## config.mk

```make
export PLATFORM = sky130hd
export DESIGN_NAME = softmax_argmax_classifier_head_unit
export DESIGN_NICKNAME = d
export VERILOG_FILES = /design/src/hdl/smax_pkg.sv /design/src/hdl/softmax_argmax_classifier_head_unit.sv /design/src/hdl/smax_ram.sv /design/src/hdl/smax_ctrl.sv /design/src/hdl/smax_dp.sv
export SDC_FILE = /design/constraint.sdc
export NUM_CORES = 1
export LEC_CHECK = 0
export BUFFER_PORTS_ARGS = -buffer_cell sky130_fd_sc_hd__buf_2
export CAP_MARGIN = 5
export CORE_ASPECT_RATIO = 0.75
export CORE_UTILIZATION = 65
export CTS_CLUSTER_DIAMETER = 50
export DETAILED_ROUTE_END_ITERATION = 10
export GPL_ROUTABILITY_DRIVEN = 0
export PLACE_DENSITY = 0.82
export SYNTH_ARGS = -nofsm -noshare
export SYNTH_HDL_FRONTEND = slang
export SYNTH_SLANG_ARGS = --single-unit
```

## constraint.sdc

```tcl
create_clock -name i_clk -period 15.7 [get_ports i_clk]
set_clock_uncertainty 0.15 [all_clocks]
set_input_delay 0.785 -clock i_clk [delete_from_list [all_inputs] [get_ports i_clk]]
set_output_delay 0.785 -clock i_clk [all_outputs]
set_load 0.02 [all_outputs]
```

## src/hdl/smax_pkg.sv

```systemverilog
// Shared constants, command/status types and the exponent table for the softmax head.
`timescale 1ns / 1ps
package smax_pkg;

    localparam int NUM_CLASSES_DEF = 5;
    localparam int LOGIT_W         = 16;
    localparam int CLASS_W         = 3;
    localparam int CONF_W          = 16;
    localparam int FRAC_W          = 17;   // 1.0 = 65536
    localparam int T_W             = 33;   // difference times log2(e)
    localparam int SHIFT_W         = 9;    // integer part of t
    localparam int PROD_W          = 24;
    localparam int QUO_W           = 17;
    localparam int DIV_CNT_W       = 5;

    localparam logic [16:0] LOG2E_Q16 = 17'd94548;
    localparam logic [DIV_CNT_W-1:0] DIV_LAST = DIV_CNT_W'(QUO_W - 1);
    localparam logic [SHIFT_W-1:0] SHIFT_LIMIT = SHIFT_W'(17);

    typedef struct packed {
        logic accept;
        logic sum_clr;
        logic rd_en;
        logic div_init;
        logic div_step;
        logic out_load;
    } t_cmd;

    typedef struct packed {
        logic last_slot;
        logic pipe_empty;
        logic out_free;
    } t_status;

    // 2^(-k/16) scaled by 65536, k = 0..16
    function automatic logic [FRAC_W-1:0] pow2_frac(input logic [4:0] k);
        logic [FRAC_W-1:0] v;
        unique case (k)
            5'd0:    v = 17'd65536;
            5'd1:    v = 17'd62757;
            5'd2:    v = 17'd60097;
            5'd3:    v = 17'd57549;
            5'd4:    v = 17'd55109;
            5'd5:    v = 17'd52773;
            5'd6:    v = 17'd50535;
            5'd7:    v = 17'd48393;
            5'd8:    v = 17'd46341;
            5'd9:    v = 17'd44376;
            5'd10:   v = 17'd42495;
            5'd11:   v = 17'd40693;
            5'd12:   v = 17'd38968;
            5'd13:   v = 17'd37316;
            5'd14:   v = 17'd35734;
            5'd15:   v = 17'd34219;
            5'd16:   v = 17'd32768;
            default: v = '0;
        endcase
        return v;
    endfunction

endpackage

```

## src/hdl/softmax_argmax_classifier_head_unit.sv

```systemverilog
// Top level of the softmax/argmax classifier head.
//
// Input channel: one signed Q8.8 class logit per word on i_logit, qualified by
// i_in_valid, held off by o_in_stall. NUM_CLASSES words, in class order, make
// one vector. Output channel: one word per vector on o_class_index (argmax,
// lowest index on ties) and o_confidence (softmax probability, Q0.16,
// saturated at 65535), qualified by o_out_valid, held off by i_out_stall.
// Logits load one per cycle while o_in_stall is low. After the last one the
// store is walked through a three-stage exponent pipeline (one read per
// cycle, then the pipeline drains), then a restoring divider forms 2^32/sum
// at one bit per cycle, and the result is loaded into the output register.
// A new vector can start only after that load, so the logit load and the
// bit-serial divider both bound the vector rate.
// Input is stalled from the last logit until the result is loaded into the
// output register. If the receiver stalls, the result waits there while the
// next vector loads; the block stalls again only if that next result is
// ready before the previous word is taken.
// Reset (synchronous, active low) clears the vector count, sequencer state
// and output valid; stored logits are not cleared.
`timescale 1ns / 1ps
module softmax_argmax_classifier_head_unit #(
    parameter int NUM_CLASSES = smax_pkg::NUM_CLASSES_DEF
) (
    input  logic                                i_clk,
    input  logic                                i_rst_n,
    input  logic                                i_in_valid,
    output logic                                o_in_stall,
    input  logic signed [smax_pkg::LOGIT_W-1:0] i_logit,
    output logic                                o_out_valid,
    input  logic                                i_out_stall,
    output logic [smax_pkg::CLASS_W-1:0]        o_class_index,
    output logic [smax_pkg::CONF_W-1:0]         o_confidence
);
    import smax_pkg::*;

    t_cmd                           cmd;
    t_status                        status;
    logic [$clog2(NUM_CLASSES)-1:0] rd_addr;

    smax_ctrl #(
        .NUM_CLASSES(NUM_CLASSES)
    ) u_ctrl (
        .i_clk     (i_clk),
        .i_rst_n   (i_rst_n),
        .i_in_valid(i_in_valid),
        .i_status  (status),
        .o_cmd     (cmd),
        .o_rd_addr (rd_addr),
        .o_in_stall(o_in_stall)
    );

    smax_dp #(
        .NUM_CLASSES(NUM_CLASSES)
    ) u_dp (
        .i_clk        (i_clk),
        .i_rst_n      (i_rst_n),
        .i_cmd        (cmd),
        .i_rd_addr    (rd_addr),
        .i_logit      (i_logit),
        .i_out_stall  (i_out_stall),
        .o_status     (status),
        .o_out_valid  (o_out_valid),
        .o_class_index(o_class_index),
        .o_confidence (o_confidence)
    );

endmodule

```

## src/hdl/smax_ram.sv

```systemverilog
// Generic single-write, single-read RAM with registered read data.
`timescale 1ns / 1ps
module smax_ram #(
    parameter int WIDTH = 16,
    parameter int DEPTH = 5
) (
    input  logic                     i_clk,
    input  logic                     i_we,
    input  logic [$clog2(DEPTH)-1:0] i_waddr,
    input  logic [WIDTH-1:0]         i_wdata,
    input  logic                     i_re,
    input  logic [$clog2(DEPTH)-1:0] i_raddr,
    output logic [WIDTH-1:0]         o_rdata
);

    logic [WIDTH-1:0] r_mem [DEPTH];
    logic [WIDTH-1:0] r_rdata;

    always_ff @(posedge i_clk) begin
        if (i_we) begin
            r_mem[i_waddr] <= i_wdata;
        end
        if (i_re) begin
            r_rdata <= r_mem[i_raddr];
        end
    end

    assign o_rdata = r_rdata;

endmodule

```

## src/hdl/smax_ctrl.sv

```systemverilog
// Sequencer for load, exponent walk, division and result handoff.
`timescale 1ns / 1ps
module smax_ctrl #(
    parameter int NUM_CLASSES = smax_pkg::NUM_CLASSES_DEF
) (
    input  logic                           i_clk,
    input  logic                           i_rst_n,
    input  logic                           i_in_valid,
    input  smax_pkg::t_status              i_status,
    output smax_pkg::t_cmd                 o_cmd,
    output logic [$clog2(NUM_CLASSES)-1:0] o_rd_addr,
    output logic                           o_in_stall
);
    import smax_pkg::*;

    localparam int IDX_W = $clog2(NUM_CLASSES);
    localparam logic [IDX_W-1:0] IDX_LAST = IDX_W'(NUM_CLASSES - 1);

    typedef enum logic [4:0] {
        S_LOAD  = 5'b00001,
        S_WALK  = 5'b00010,
        S_DRAIN = 5'b00100,
        S_DIV   = 5'b01000,
        S_PUT   = 5'b10000
    } t_state;

    t_state               r_state, n_state;
    logic [IDX_W-1:0]     r_walk, n_walk;
    logic [DIV_CNT_W-1:0] r_div, n_div;
    t_cmd                 cmd;

    always_comb begin
        n_state = r_state;
        n_walk  = r_walk;
        n_div   = r_div;
        cmd     = '0;
        unique case (r_state)
            S_LOAD: begin
                cmd.accept = i_in_valid;
                if (i_in_valid && i_status.last_slot) begin
                    cmd.sum_clr = 1'b1;
                    n_walk      = '0;
                    n_state     = S_WALK;
                end
            end
            S_WALK: begin
                cmd.rd_en = 1'b1;
                n_walk    = r_walk + 1'b1;
                if (r_walk == IDX_LAST) begin
                    n_state = S_DRAIN;
                end
            end
            S_DRAIN: begin
                if (i_status.pipe_empty) begin
                    cmd.div_init = 1'b1;
                    n_div        = '0;
                    n_state      = S_DIV;
                end
            end
            S_DIV: begin
                cmd.div_step = 1'b1;
                n_div        = r_div + 1'b1;
                if (r_div == DIV_LAST) begin
                    n_state = S_PUT;
                end
            end
            S_PUT: begin
                // hold until the output register can take the word
                if (i_status.out_free) begin
                    cmd.out_load = 1'b1;
                    n_state      = S_LOAD;
                end
            end
            default: n_state = S_LOAD;
        endcase
    end

    always_ff @(posedge i_clk) begin
        if (!i_rst_n) begin
            r_state <= S_LOAD;
            r_walk  <= '0;
            r_div   <= '0;
        end else begin
            r_state <= n_state;
            r_walk  <= n_walk;
            r_div   <= n_div;
        end
    end

    assign o_cmd      = cmd;
    assign o_rd_addr  = r_walk;
    assign o_in_stall = (r_state != S_LOAD);

endmodule

```

## src/hdl/smax_dp.sv

```systemverilog
// Datapath: logit store, running argmax, exponent pipeline, sum, divider, output register.
`timescale 1ns / 1ps
module smax_dp #(
    parameter int NUM_CLASSES = smax_pkg::NUM_CLASSES_DEF
) (
    input  logic                                   i_clk,
    input  logic                                   i_rst_n,
    input  smax_pkg::t_cmd                         i_cmd,
    input  logic [$clog2(NUM_CLASSES)-1:0]         i_rd_addr,
    input  logic signed [smax_pkg::LOGIT_W-1:0]    i_logit,
    input  logic                                   i_out_stall,
    output smax_pkg::t_status                      o_status,
    output logic                                   o_out_valid,
    output logic [smax_pkg::CLASS_W-1:0]           o_class_index,
    output logic [smax_pkg::CONF_W-1:0]            o_confidence
);
    import smax_pkg::*;

    localparam int IDX_W = $clog2(NUM_CLASSES);
    localparam int SUM_W = FRAC_W + $clog2(NUM_CLASSES);
    localparam int REM_W = SUM_W + 1;
    localparam logic [IDX_W-1:0] IDX_LAST = IDX_W'(NUM_CLASSES - 1);
    // 2^32 / sum: quotient bits above 16 are zero, so start from 2^15
    localparam logic [REM_W-1:0] REM_INIT = REM_W'(32768);

    // load side
    logic [IDX_W-1:0]          r_count;
    logic signed [LOGIT_W-1:0] r_best;
    logic [IDX_W-1:0]          r_best_idx;
    logic                      last_slot;

    assign last_slot = (r_count == IDX_LAST);

    always_ff @(posedge i_clk) begin
        if (!i_rst_n) begin
            r_count    <= '0;
            r_best     <= '0;
            r_best_idx <= '0;
        end else if (i_cmd.accept) begin
            r_count <= last_slot ? '0 : r_count + 1'b1;
            if ((r_count == '0) || (i_logit > r_best)) begin
                r_best     <= i_logit;
                r_best_idx <= r_count;
            end
        end
    end

    logic [LOGIT_W-1:0] ram_rdata;

    smax_ram #(
        .WIDTH(LOGIT_W),
        .DEPTH(NUM_CLASSES)
    ) u_store (
        .i_clk  (i_clk),
        .i_we   (i_cmd.accept),
        .i_waddr(r_count),
        .i_wdata(i_logit),
        .i_re   (i_cmd.rd_en),
        .i_raddr(i_rd_addr),
        .o_rdata(ram_rdata)
    );

    // exponent pipeline valids
    logic r_v_dout, r_v_t, r_v_prod;

    always_ff @(posedge i_clk) begin
        if (!i_rst_n) begin
            r_v_dout <= 1'b0;
            r_v_t    <= 1'b0;
            r_v_prod <= 1'b0;
        end else begin
            r_v_dout <= i_cmd.rd_en;
            r_v_t    <= r_v_dout;
            r_v_prod <= r_v_t;
        end
    end

    // stage 1: difference times log2(e)
    logic signed [LOGIT_W:0] diff;
    logic [T_W-1:0]          r_t;

    assign diff = {r_best[LOGIT_W-1], r_best} - {ram_rdata[LOGIT_W-1], ram_rdata};

    always_ff @(posedge i_clk) begin
        if (r_v_dout) begin
            r_t <= T_W'(diff[LOGIT_W-1:0]) * T_W'(LOG2E_Q16);
        end
    end

    // stage 2: table lookup and interpolation product
    logic [15:0]        frac;
    logic [4:0]         tidx;
    logic [FRAC_W-1:0]  t_hi, t_lo, t_delta;
    logic [PROD_W-1:0]  r_prod;
    logic [FRAC_W-1:0]  r_hi;
    logic [SHIFT_W-1:0] r_n;

    assign frac    = r_t[23:8];
    assign tidx    = {1'b0, frac[15:12]};
    assign t_hi    = pow2_frac(tidx);
    assign t_lo    = pow2_frac(tidx + 5'd1);
    assign t_delta = t_hi - t_lo;

    always_ff @(posedge i_clk) begin
        if (r_v_t) begin
            r_prod <= PROD_W'(t_delta[11:0]) * PROD_W'(frac[11:0]);
            r_hi   <= t_hi;
            r_n    <= r_t[T_W-1:24];
        end
    end

    // stage 3: shift and accumulate
    logic [FRAC_W-1:0] interp, term;
    logic [SUM_W-1:0]  r_sum;

    assign interp = r_hi - FRAC_W'(r_prod[PROD_W-1:12]);
    assign term   = (r_n >= SHIFT_LIMIT) ? '0 : (interp >> r_n[4:0]);

    always_ff @(posedge i_clk) begin
        if (i_cmd.sum_clr) begin
            r_sum <= '0;
        end else if (r_v_prod) begin
            r_sum <= r_sum + SUM_W'(term);
        end
    end

    // restoring divider, one quotient bit per cycle
    logic [REM_W-1:0] r_rem, rem_sh;
    logic [QUO_W-1:0] r_quo;
    logic             q_bit;

    assign rem_sh = {r_rem[REM_W-2:0], 1'b0};
    assign q_bit  = (rem_sh >= REM_W'(r_sum));

    always_ff @(posedge i_clk) begin
        if (i_cmd.div_init) begin
            r_rem <= REM_INIT;
            r_quo <= '0;
        end else if (i_cmd.div_step) begin
            r_rem <= q_bit ? (rem_sh - REM_W'(r_sum)) : rem_sh;
            r_quo <= {r_quo[QUO_W-2:0], q_bit};
        end
    end

    // output register
    logic                    r_out_valid;
    logic [CLASS_W-1:0]      r_class_index;
    logic [CONF_W-1:0]       r_confidence;
    logic [IDX_W+CLASS_W-1:0] idx_ext;

    assign idx_ext = {{CLASS_W{1'b0}}, r_best_idx};

    always_ff @(posedge i_clk) begin
        if (!i_rst_n) begin
            r_out_valid <= 1'b0;
        end else if (i_cmd.out_load) begin
            r_out_valid <= 1'b1;
        end else if (!i_out_stall) begin
            r_out_valid <= 1'b0;
        end
    end

    always_ff @(posedge i_clk) begin
        if (i_cmd.out_load) begin
            r_class_index <= idx_ext[CLASS_W-1:0];
            r_confidence  <= r_quo[QUO_W-1] ? {CONF_W{1'b1}} : r_quo[CONF_W-1:0];
        end
    end

    assign o_status.last_slot  = last_slot;
    assign o_status.pipe_empty = !(r_v_dout || r_v_t || r_v_prod);
    assign o_status.out_free   = !r_out_valid || !i_out_stall;

    assign o_out_valid   = r_out_valid;
    assign o_class_index = r_class_index;
    assign o_confidence  = r_confidence;

endmodule
```

Word-level counts from Yosys, hierarchy flattened. Memory sizes are Yosys's and may differ from the RTL's. A register that Yosys moved wholly into a read port is not among the register bits. Index checks and enable logic that the tools add are counted.

Add/sub/neg operators: 9. Multipliers: 2. Divide/modulo/power cells: 0. Magnitude comparators: 3. Eq/ne operators: 15. Shifts and indexed selects: 1. Mux-type cells: 26. Bitwise gates (word level): 0. Reductions and logical operators: 14.

Operators with widths (count): $mux 5 (7); $mul 16x15->31 const B (1); $pmux 5 s5 (1); $mul 12x12->24 (1); $ge 21x20->1 (1); $add 20x17->20 (1); $mux 20 (1); $sub 20x20->20 (1); $mux 17 (1); $shr 17x5->17 (1); $sub 17x12->17 (1); $gt 16x16->1 (1); $sub 16x16->16 (1); $sub 12x12->12 (1); $mux 1 (11); $eq 5x5->1 const B (2); $pmux 5 s2 (1); $ge 9x5->1 const B (1); $ne 2x1->1 const B (4); $add 3x1->3 const B (2); $eq 3x3->1 const B (2); $mux 3 (2); $pmux 3 s2 (1); $reduce_and 2->1 (3); other kinds (15) (21).

Register bits: 196. Bits in latches: 0. Memory bits (writable): 80. Memory bits (read-only): 1088. Bits of input ports: 20. Output and inout bits: 21. Logic and storage cells: 92. Memories: 3.

Memory list: (name not given) (words 32, width 17, rd ports 1, clocked after memory_dff 0, write ports 0, RTL line smax_pkg.sv:38) `unique case (k)`; (name not given) (words 32, width 17, rd ports 1, clocked after memory_dff 1, write ports 0, RTL line smax_pkg.sv:38); u_dp.u_store.r_mem (words 5, width 16, rd ports 1, clocked after memory_dff 1, write ports 1, RTL line smax_ram.sv:16) `logic [WIDTH-1:0] r_mem [DEPTH];`.

Depth between registers and ports, before layout. Gate-level depths: netlist of run 1.

Depth in word-level cells: 6. Mapped depth: 36. Gate-level depth less buffers: 36.

Cells and area by module. From an unflattened synthesis of run 1, not the netlist that was laid out.

Cell total of the unflattened synthesis: 2456. Area total of the unflattened synthesis: 24598.6 um^2.

Modules (own cells, without submodules): smax_dp (instances 1, cells an instance 2166, area an instance 20159.3 um^2, seq. area each 4464.3 um^2); smax_ram (instances 1, cells an instance 196, area an instance 3656.0 um^2, seq. area each 2882.8 um^2); smax_ctrl (instances 1, cells an instance 94, area an instance 783.3 um^2, seq. area each 260.2 um^2).

Worst setup path after synthesis of run 1. Ideal clock, no wire load.

Kind: register -> register. From: register u_dp.r_t[20]. To: register u_dp.r_prod[23] (data pin). Setup time: 259 ps. Arrival: 7938 ps. Data required time: 15291 ps. Slack: 7352 ps. Stages on the path, launching flop included: 36. Buffers on the path: 4. Period minus slack after synthesis: 8348 ps. Cells stage by stage: edfxtp_1 > ha_1 > ha_1 > clkbuf_1 > clkbuf_1 > nand3_1 > o21ai_0 > nand2_1 > ha_1 > nor2b_1 > o21ai_0 > a21boi_0 > o21a_1 > o21ai_0 > a21oi_1 > nor3_1 > clkbuf_1 > clkbuf_1 > nor4b_1 > nor2_1 > fa_1 > inv_1 > fa_1 > fa_1 > fa_1 > inv_1 > fa_1 > inv_1 > ha_1 > and3_1 > o211ai_1 > nand3_1 > a31oi_1 > o21ai_0 > a21oi_1 > xnor2_1.

Word-level cells in the longest chain between the ends: 4.

RTL lines: start: declaration (RTL line smax_dp.sv:80) `logic [T_W-1:0] r_t;`; start signal: assignment (RTL line smax_dp.sv:86) `r_t <= T_W'(diff[LOGIT_W-1:0]) * T_W'(LOG2E_Q16);`; $add 4x1->5 (RTL line smax_dp.sv:101) `assign t_lo = pow2_frac(tidx + 5'd1);`; $mem_v2 32x17; $sub 12x12->12 (RTL line smax_dp.sv:102) `assign t_delta = t_hi - t_lo;`; $mul 12x12->24 (RTL line smax_dp.sv:106) `r_prod <= PROD_W'(t_delta[11:0]) * PROD_W'(frac[11:0]);`; end signal: assignment (RTL line smax_dp.sv:106); end: declaration (RTL line smax_dp.sv:94) `logic [PROD_W-1:0] r_prod;`.

Every way passes these cells. A chain may end at the register's enable or synchronous reset.

Worst setup path in the final report of run 1. Ends and elaborated chain as after synthesis.

==> results of run 1 <==
## state kept, by name, indices dropped and copies added (netlist names), 5 cells and up
| register | flops |
|---|---|
| u_ctrl.r_div | 5 |
| u_ctrl.r_state | 5 |
| u_dp.o_confidence | 16 |
| u_dp.r_best | 16 |
| u_dp.r_hi | 17 |
| u_dp.r_n | 9 |
| u_dp.r_prod | 12 |
| u_dp.r_quo | 17 |
| u_dp.r_rem | 20 |
| u_dp.r_sum | 20 |
| u_dp.r_t | 25 |
| u_dp.t_hi | 17 |
| u_dp.u_store.o_rdata | 16 |
| u_dp.u_store.r_mem | 80 |
## area by class of cell
type	count	area share (%)
diodes	1	0.009523
clock buffers	30	2.814
clock inverters	23	1.109
inverters	343	4.900
multi-input cells	1768	58.63
flip-flops and latches	291	28.95
well taps	504	2.400
repair buffers	55	1.190
## cells by family after synthesis
family | count (synthesis) | share of synthesized area (%)
AO/OA/AOI/OAI | 437 | 11.54
XOR/XNOR | 105 | 3.735
buffers and inverters | 435 | 6.681
adder cells (fa/ha/maj) | 475 | 29.38
multiplexers | 78 | 4.522
AND/OR/NAND/NOR | 673 | 13.25
flip-flops | 291 | 30.89
## path summary, 6_finish.rpt
path              slack [ps]           from  depth (start not counted)               to
setup / recovery        5970   u_dp.r_t[20]                         31  u_dp.r_prod[23]
hold / removal           250  u_dp.t_hi[15]                          0    u_dp.r_hi[15]
setup reg to reg        5970   u_dp.r_t[20]                         31  u_dp.r_prod[23]
hold reg to reg          250  u_dp.t_hi[15]                          0    u_dp.r_hi[15]
## cell usage in the layout, fill, tap and decap left out, types with 69 or more instances in the layout
| cell | instances |
|---|---|
| edfxtp_1 | 178 |
| ha_1 | 303 |
| a21oi_1 | 119 |
| fa_1 | 172 |
| o21ai_0 | 114 |
| nor2_1 | 152 |
| nand3_1 | 69 |
| dfxtp_1 | 113 |
| inv_1 | 343 |
| nand2_1 | 208 |
## per-stage QoR
step | cells | hold slack, ps
after floorplan | 2494 | 235.5
after global placement | 2961 | 235.8
after detailed placement | 2961 | 238.7
after CTS | 3014 | 254.2
after global routing | 3014 | 261.0
final | 3015 | 253.6
## layer usage
layer | global-route usage (%) | vias to the layer above
li1 | - | 8552
met1 | 42.89 | 8796
met2 | 45.55 | 778
met3 | 6.612 | 106
met4 | 6.845 | 0
met5 | 0 | -
## cells in the mapped netlist (all sizes together) (40+ instances only)
cell type | n | area, sq um
nor2 | 152 | 570.6
clkbuf | 80 | 301.5
ha | 303 | 3791
nand2 | 208 | 780.8
edfxtp | 178 | 5345
nor3 | 42 | 210.2
dfxtp | 113 | 2262
nand3 | 69 | 345.3
and2 | 60 | 377.9
fa | 172 | 3443
a21oi | 120 | 600.6
inv | 343 | 1287
xor2 | 40 | 350.3
o21ai | 120 | 600.6
xnor2 | 65 | 569.3
## worst register-to-register path: cells and delay by family (launching register included)
family	cells	cell delay, ps
muxes	1	590
xor gates and xnor gates	3	1640
and+or+nand+nor	5	740
adders and majority gates	7	3230
buffers and inverters	4	210
DFF	1	670
AOI/OAI and AO/OA	11	2250
==> summary.md, run 1 <==
| Metric | Value |
|---|---|
| Status | completed |
| Slowest-stage cell, CP | xnor2_1 |
| Drt wl/cell | 18.64 um |
| Area growth from synthesis to layout | 6.712% |
| Via count | 18232 |
| CP top delay family | adder cells |
| Post-placement setup slack | 6194 ps |
| Die Wd | 226.8 um |
| PnR worst setup slack | 5971 ps |
| CTS buffer count | 29 |
| FMAX | 0.1028 GHz |
| Hold WC Path Type | reg -> reg |
| Tightest Pin Transition | 1177 ps |
| Register area | 0.007607 sq mm |
| Largest net degree at the start of global routing | 52 |
| DRC | 0 |
| Mapped cell area | 0.02462 sq mm |
| Post-DP Area | 0.02524 sq mm |
| Vias per inst | 6.047 |
| Reg clk slew, reported paths | 70 ps |
| Ys async rst share | 0% |
| Initial antenna violation count | 1 |
| Worst rel slew slack | 21.12% |
| Routed WL | 56.19 mm |
| Max_cap viols | 0 |
| CTS tree | built |
| Predominant post-synthesis flop cell | edfxtp_1 |
| Pins Over Slew Limit | 0 |
| Post-CTS repair timing setup buffer count | 0 |
| Post-Synthesis Cells | 2494 |
| First-pass detailed-route iteration total | 7 |
| Met3 WL | 5.355 mm |
| CP Launch Type | register |
| # rows | 61 |
| Synth warn | 0 |
| Num ports | 41 |
| Multi-input gate area | 0.01541 sq mm |
| Grt total ovfl | 0 |
| Layout cells sized above 1 | 8.406% |
| Post-Synthesis Net Count | 2989 |
| CP Max Fanout | 15 |
| Die area | 0.03867 sq mm |
| WL met1 | 24.60 mm |
| CP dominant cell by count | fa_1 |
| Hold Violations, Final | 0 |
| Post-layout util | 70.70% |
| Crit end category | register |
| Yosys reg bits | 291 |
| Nets | 2983 |
| Top Metal Used | met4 |
| Crit path kind | reg -> reg |
| Avg Inst Size Synth | 9.874 sq um |
| Buf+Inv Stages, Crit Path | 4 |
| Vias in the first global route | 17886 |
| CP max stage delay | 780 ps |
| Post-route cell area | 0.02628 sq mm |
| Post-synth EDFFs | 178 |
| Fill count | 2616 |
| Synth unique cells | 84 |
| Clock latency on the worst-skew pair | 560 ps |
| CTS-repair resized insts | 0 |
| Final setup fails | 0 |
| Critical Path RT | 15860 ps |
| Half-perimeter wire length after detailed placement | 42.51 mm |
| CTS Root Cell | clkbuf_16 |
| Final Cycle Share | 61.97% |
| Routed Antenna Nets | 0 |
| Clock Path Buffers | 3 |
| Die height | 170.6 um |
| Core Area | 0.03717 sq mm |
| RSZ-0062 raised after global routing | false |
| CTS H-tree depth | 1 |
| Initial Util | 66.25% |
| Hold-fix buffers, CTS | 0 |
| Total Routing Usage GR | 29.67% |
| Routed wl met2 | 25.11 mm |
| Sequential area share after synthesis | 30.89% |
| # port buffers | 40 |
| Initial drt markers | 1830 |
| Clock sinks | 291 |
| Crit path time final | 9729 ps |
| Final TNS setup | 0 ps |
| CP arrival | 9890 ps |
| First-pass GRT wire length | 91.26 mm |
Power of run 1 is not shown: default switching activity piles up to over one toggle a cycle in this logic, so the estimate is an artifact.
==> inputs of run 2 (changes only) <==
- ABC_AREA: default -> 1
- CORE_UTILIZATION: 65 -> 59
- PLACE_DENSITY: 0.82 -> 0.78
- clock period: 15.7 -> 8.65 ns (I/O delays scaled with it)
==> run 2 against run 1 <==
Count of clock-buffer cells in the layout up 10. Hold slack got worse by 230 ps. Setup slack got worse by 5500 ps.
==> summary.md, run 2 <==
| Metric | Value |
|---|---|
| Via count | 20824 (was 18232) |
| Vias in the first global route | 20080 (was 17886) |
| # port buffers | 40 (unchanged) |
| Synth warn | 0 (unchanged) |
| Layout cells sized above 1 | 4.731% (was 8.406%) |
| Area growth from synthesis to layout | 7.660% (was 6.712%) |
| Fill count | 3371 (was 2616) |
| CP max stage delay | 670 ps (was 780 ps) |
| FMAX | 0.1225 GHz (was 0.1028 GHz) |
| Ys async rst share | 0% (unchanged) |
| R2r setup slk | 490 ps (was 5970 ps) |
| Initial antenna violation count | 0 (was 1) |
| Slowest-stage cell, CP | xnor2_1 (unchanged) |
| Placed Cells | 3599 (was 2961) |
| Main combinational cell family by area after synthesis | adder cells (unchanged) |
| Die Wd | 240.7 um (was 226.8 um) |
| CP Max Fanout | 8 (was 15) |
| Die area | 0.04356 sq mm (was 0.03867 sq mm) |
| Routed WL | 59.43 mm (was 56.19 mm) |
| Final cell count without fillers | 3676 (was 3015) |
| Predominant post-synthesis flop cell | edfxtp_1 (unchanged) |
| Final TNS setup | 0 ps (unchanged) |
| Nets | 3578 (was 2983) |
| Status | completed (unchanged) |
| Post-route cell area | 0.02713 sq mm (was 0.02628 sq mm) |
| CTS buffer count | 30 (was 29) |
| Number of antenna diodes | 0 (was 1) |
| CP arrival | 8460 ps (was 9890 ps) |
| Clock latency on the worst-skew pair | 570 ps (was 560 ps) |
| Post-DP Area | 0.02594 sq mm (was 0.02524 sq mm) |
| CTS H-tree depth | 1 (unchanged) |
| Die height | 181.0 um (was 170.6 um) |
| First-pass GRT wire length | 97.97 mm (was 91.26 mm) |
| Drt wl/cell | 16.17 um (was 18.64 um) |
| Mux contribution to synthesized area | 0.03972% (was 4.522%) |
| CTS Root Cell | clkbuf_16 (unchanged) |
| CP Launch Type | register (unchanged) |
| Largest regs | u_dp.u_store.r_mem (80), u_dp.r_t (25) (unchanged) |
| Grt total ovfl | 0 (unchanged) |
| Sequential area share after synthesis | 30.18% (was 30.89%) |
| Total Routing Usage GR | 27.48% (was 29.67%) |
| First-pass detailed-route iteration total | 8 (was 7) |
| Worst setup endpoint | u_dp.t_hi[5] (was u_dp.r_prod[23]) |
| Synth Area in Simple Gates | 18.25% (was 13.25%) |
| Count leader, synth | nand2_1 (was inv_1) |
| Initial Util | 59.94% (was 66.25%) |
| Synth Area in Compound Gates | 10.35% (was 11.54%) |
| Avg Inst Size Synth | 8.271 sq um (was 9.874 sq um) |
| Worst R2R Start | u_dp.u_store.o_rdata[2] (was u_dp.r_t[20]) |
| Num ports | 41 (unchanged) |
| Clock sinks | 291 (unchanged) |
| Tightest Pin Transition | 1101 ps (was 1177 ps) |
| Largest net degree at the start of global routing | 42 (was 52) |
| DRC | 0 (unchanged) |
| Hold Violations, Final | 0 (unchanged) |
| Commonest non-fill, non-tap cell in the layout | nand2_1 (was inv_1) |
| Largest area contributor in the netlist | edfxtp_1 (unchanged) |
| CTS tree | built (unchanged) |
| Max_cap viols | 0 (unchanged) |
| # rows | 65 (was 61) |
| Min-delay src | i_rst_n (was u_dp.t_hi[15]) |
| Half-perimeter wire length after detailed placement | 46.75 mm (was 42.51 mm) |
| Reg clk slew, reported paths | 70 ps (about the same) |
| Ranking of synthesized cells by area | edfxtp_1 21%, ha_1 15%, fa_1 14% (was edfxtp_1 22%, ha_1 15%, fa_1 14%) |
| Most flops, register | u_dp.u_store.r_mem (unchanged) |
| Hold WC Path Type | in -> reg (was reg -> reg) |
| Critical Path RT | 8940 ps (was 15860 ps) |
| Synth unique cells | 57 (was 84) |
| Crit path kind | reg -> reg (unchanged) |
| Crit end category | register (unchanged) |
| Cells on worst reg2reg path | 32 (was 31) |
| Max reg flops | 80 (unchanged) |
| Crit path time final | 8164 ps (was 9729 ps) |
| Pins Over Slew Limit | 0 (unchanged) |
| Worst rel slew slack | 26.53% (was 21.12%) |
| Min Hold Slack | 28.35 ps (was 253.6 ps) |
| Xor and xnor area share after synthesis | 3.152% (was 3.735%) |
| Post-Synthesis Cells | 3047 (was 2494) |
| Most frequent cells in the layout | 579 x nand2_1, 529 x inv_1, 302 x ha_1 (was 343 x inv_1, 303 x ha_1, 208 x nand2_1) |
| Routed Antenna Nets | 0 (unchanged) |
| Final setup fails | 0 (unchanged) |
| Yosys reg bits | 291 (unchanged) |
| Synth cell count leaders | 579 x nand2_1, 530 x inv_1, 303 x ha_1, 281 x nor2_1, 185 x a21oi_1 (was 343 x inv_1, 303 x ha_1, 208 x nand2_1, 178 x edfxtp_1, 172 x fa_1) |
| Post-synth EDFFs | 178 (unchanged) |
| Clock Path Buffers | 3 (unchanged) |
| Post-Synthesis Net Count | 3542 (was 2989) |
| Core Area | 0.04205 sq mm (was 0.03717 sq mm) |
| Vias per inst | 5.665 (was 6.047) |
| Adder-cell share of the synthesized area | 28.70% (was 29.38%) |
| CP dominant cell by count | nand2_1 (was fa_1) |
| Mapped cell area | 0.02520 sq mm (was 0.02462 sq mm) |
| Crit path from | u_dp.u_store.o_rdata[2] (was u_dp.r_t[20]) |
| Synth top area share | 21.21% (was 21.71%) |
| Initial drt markers | 2041 (was 1830) |
| Final Cycle Share | 94.38% (was 61.97%) |
| RR Endpoint | u_dp.t_hi[5] (was u_dp.r_prod[23]) |
==> run 2: layer usage <==
metal	up-vias	track usage (%)	share of wire, %
li1	10010	-	-
met1	9867	40.65	45
met2	854	43.08	45
met3	93	4.125	8.3
met4	0	4.815	1.6
met5	-	0	0
==> run 2: critical path: cells and delay by family (launching register included) <==
kind	cells	cell delay (ps)
buffers and inverters	5	430
AOI/OAI and AO/OA	7	1760
adders and majority gates	9	3870
and+or+nand+nor	10	850
DFF	1	320
xor gates and xnor gates	1	670
==> run 2: area by class of cell <==
cell class / count / area, sq um / area share, %
Clock buffer: 40 / 839.6 / 3.094
Clock inverter: 16 / 127.6 / 0.4703
Inverter: 546 / 2057 / 7.581
Multi-Input combinational cell: 2142 / 15310 / 56.41
Sequential cell: 291 / 7609 / 28.04
Tap cell: 569 / 711.9 / 2.624
Timing Repair Buffer: 72 / 483.0 / 1.780
==> run 2: kinds of logic (layout without fill, tap and decap cells) <==
family	Yosys count	after routing
compound gates	462	462
xor+xnor	89	89
fa+ha+maj	475	475
buf+inv	614	674
flops	291	291
mux	1	1
simple gates	1115	1115
==> run 2: stage by stage <==
stage	util, %	setup slack, ps
2_1_floorplan	-	1173
6_report	64.53	486.2
4_1_cts	64.40	169.6
3_3_place_gp	61.70	560.4
5_1_grt	64.53	-34.10
3_5_place_dp	61.70	214.2
==> run 2: how the worst min path moves through the flow <==
stage,slack [ps],end,cells after the start
5_1_grt,40,u_dp.r_v_t,3
3_3_place_gp,240,u_dp.r_hi[13],0
2_1_floorplan,240,u_dp.r_hi[12],0
4_1_cts,5,u_dp.r_v_t,3
6_report,30,u_dp.r_v_t,3
3_5_place_dp,240,u_dp.r_hi[13],0
==> run 2: timing repair <==
item / CTS / global route
setup endpoints to repair: 0 / 13
endpoints found under the hold margin: 81 / 0
hold buffers: 17 / 0
setup buffers: 0 / 4
gates resized for setup: 0 / 6
Power of run 2 is left out for the same reason.
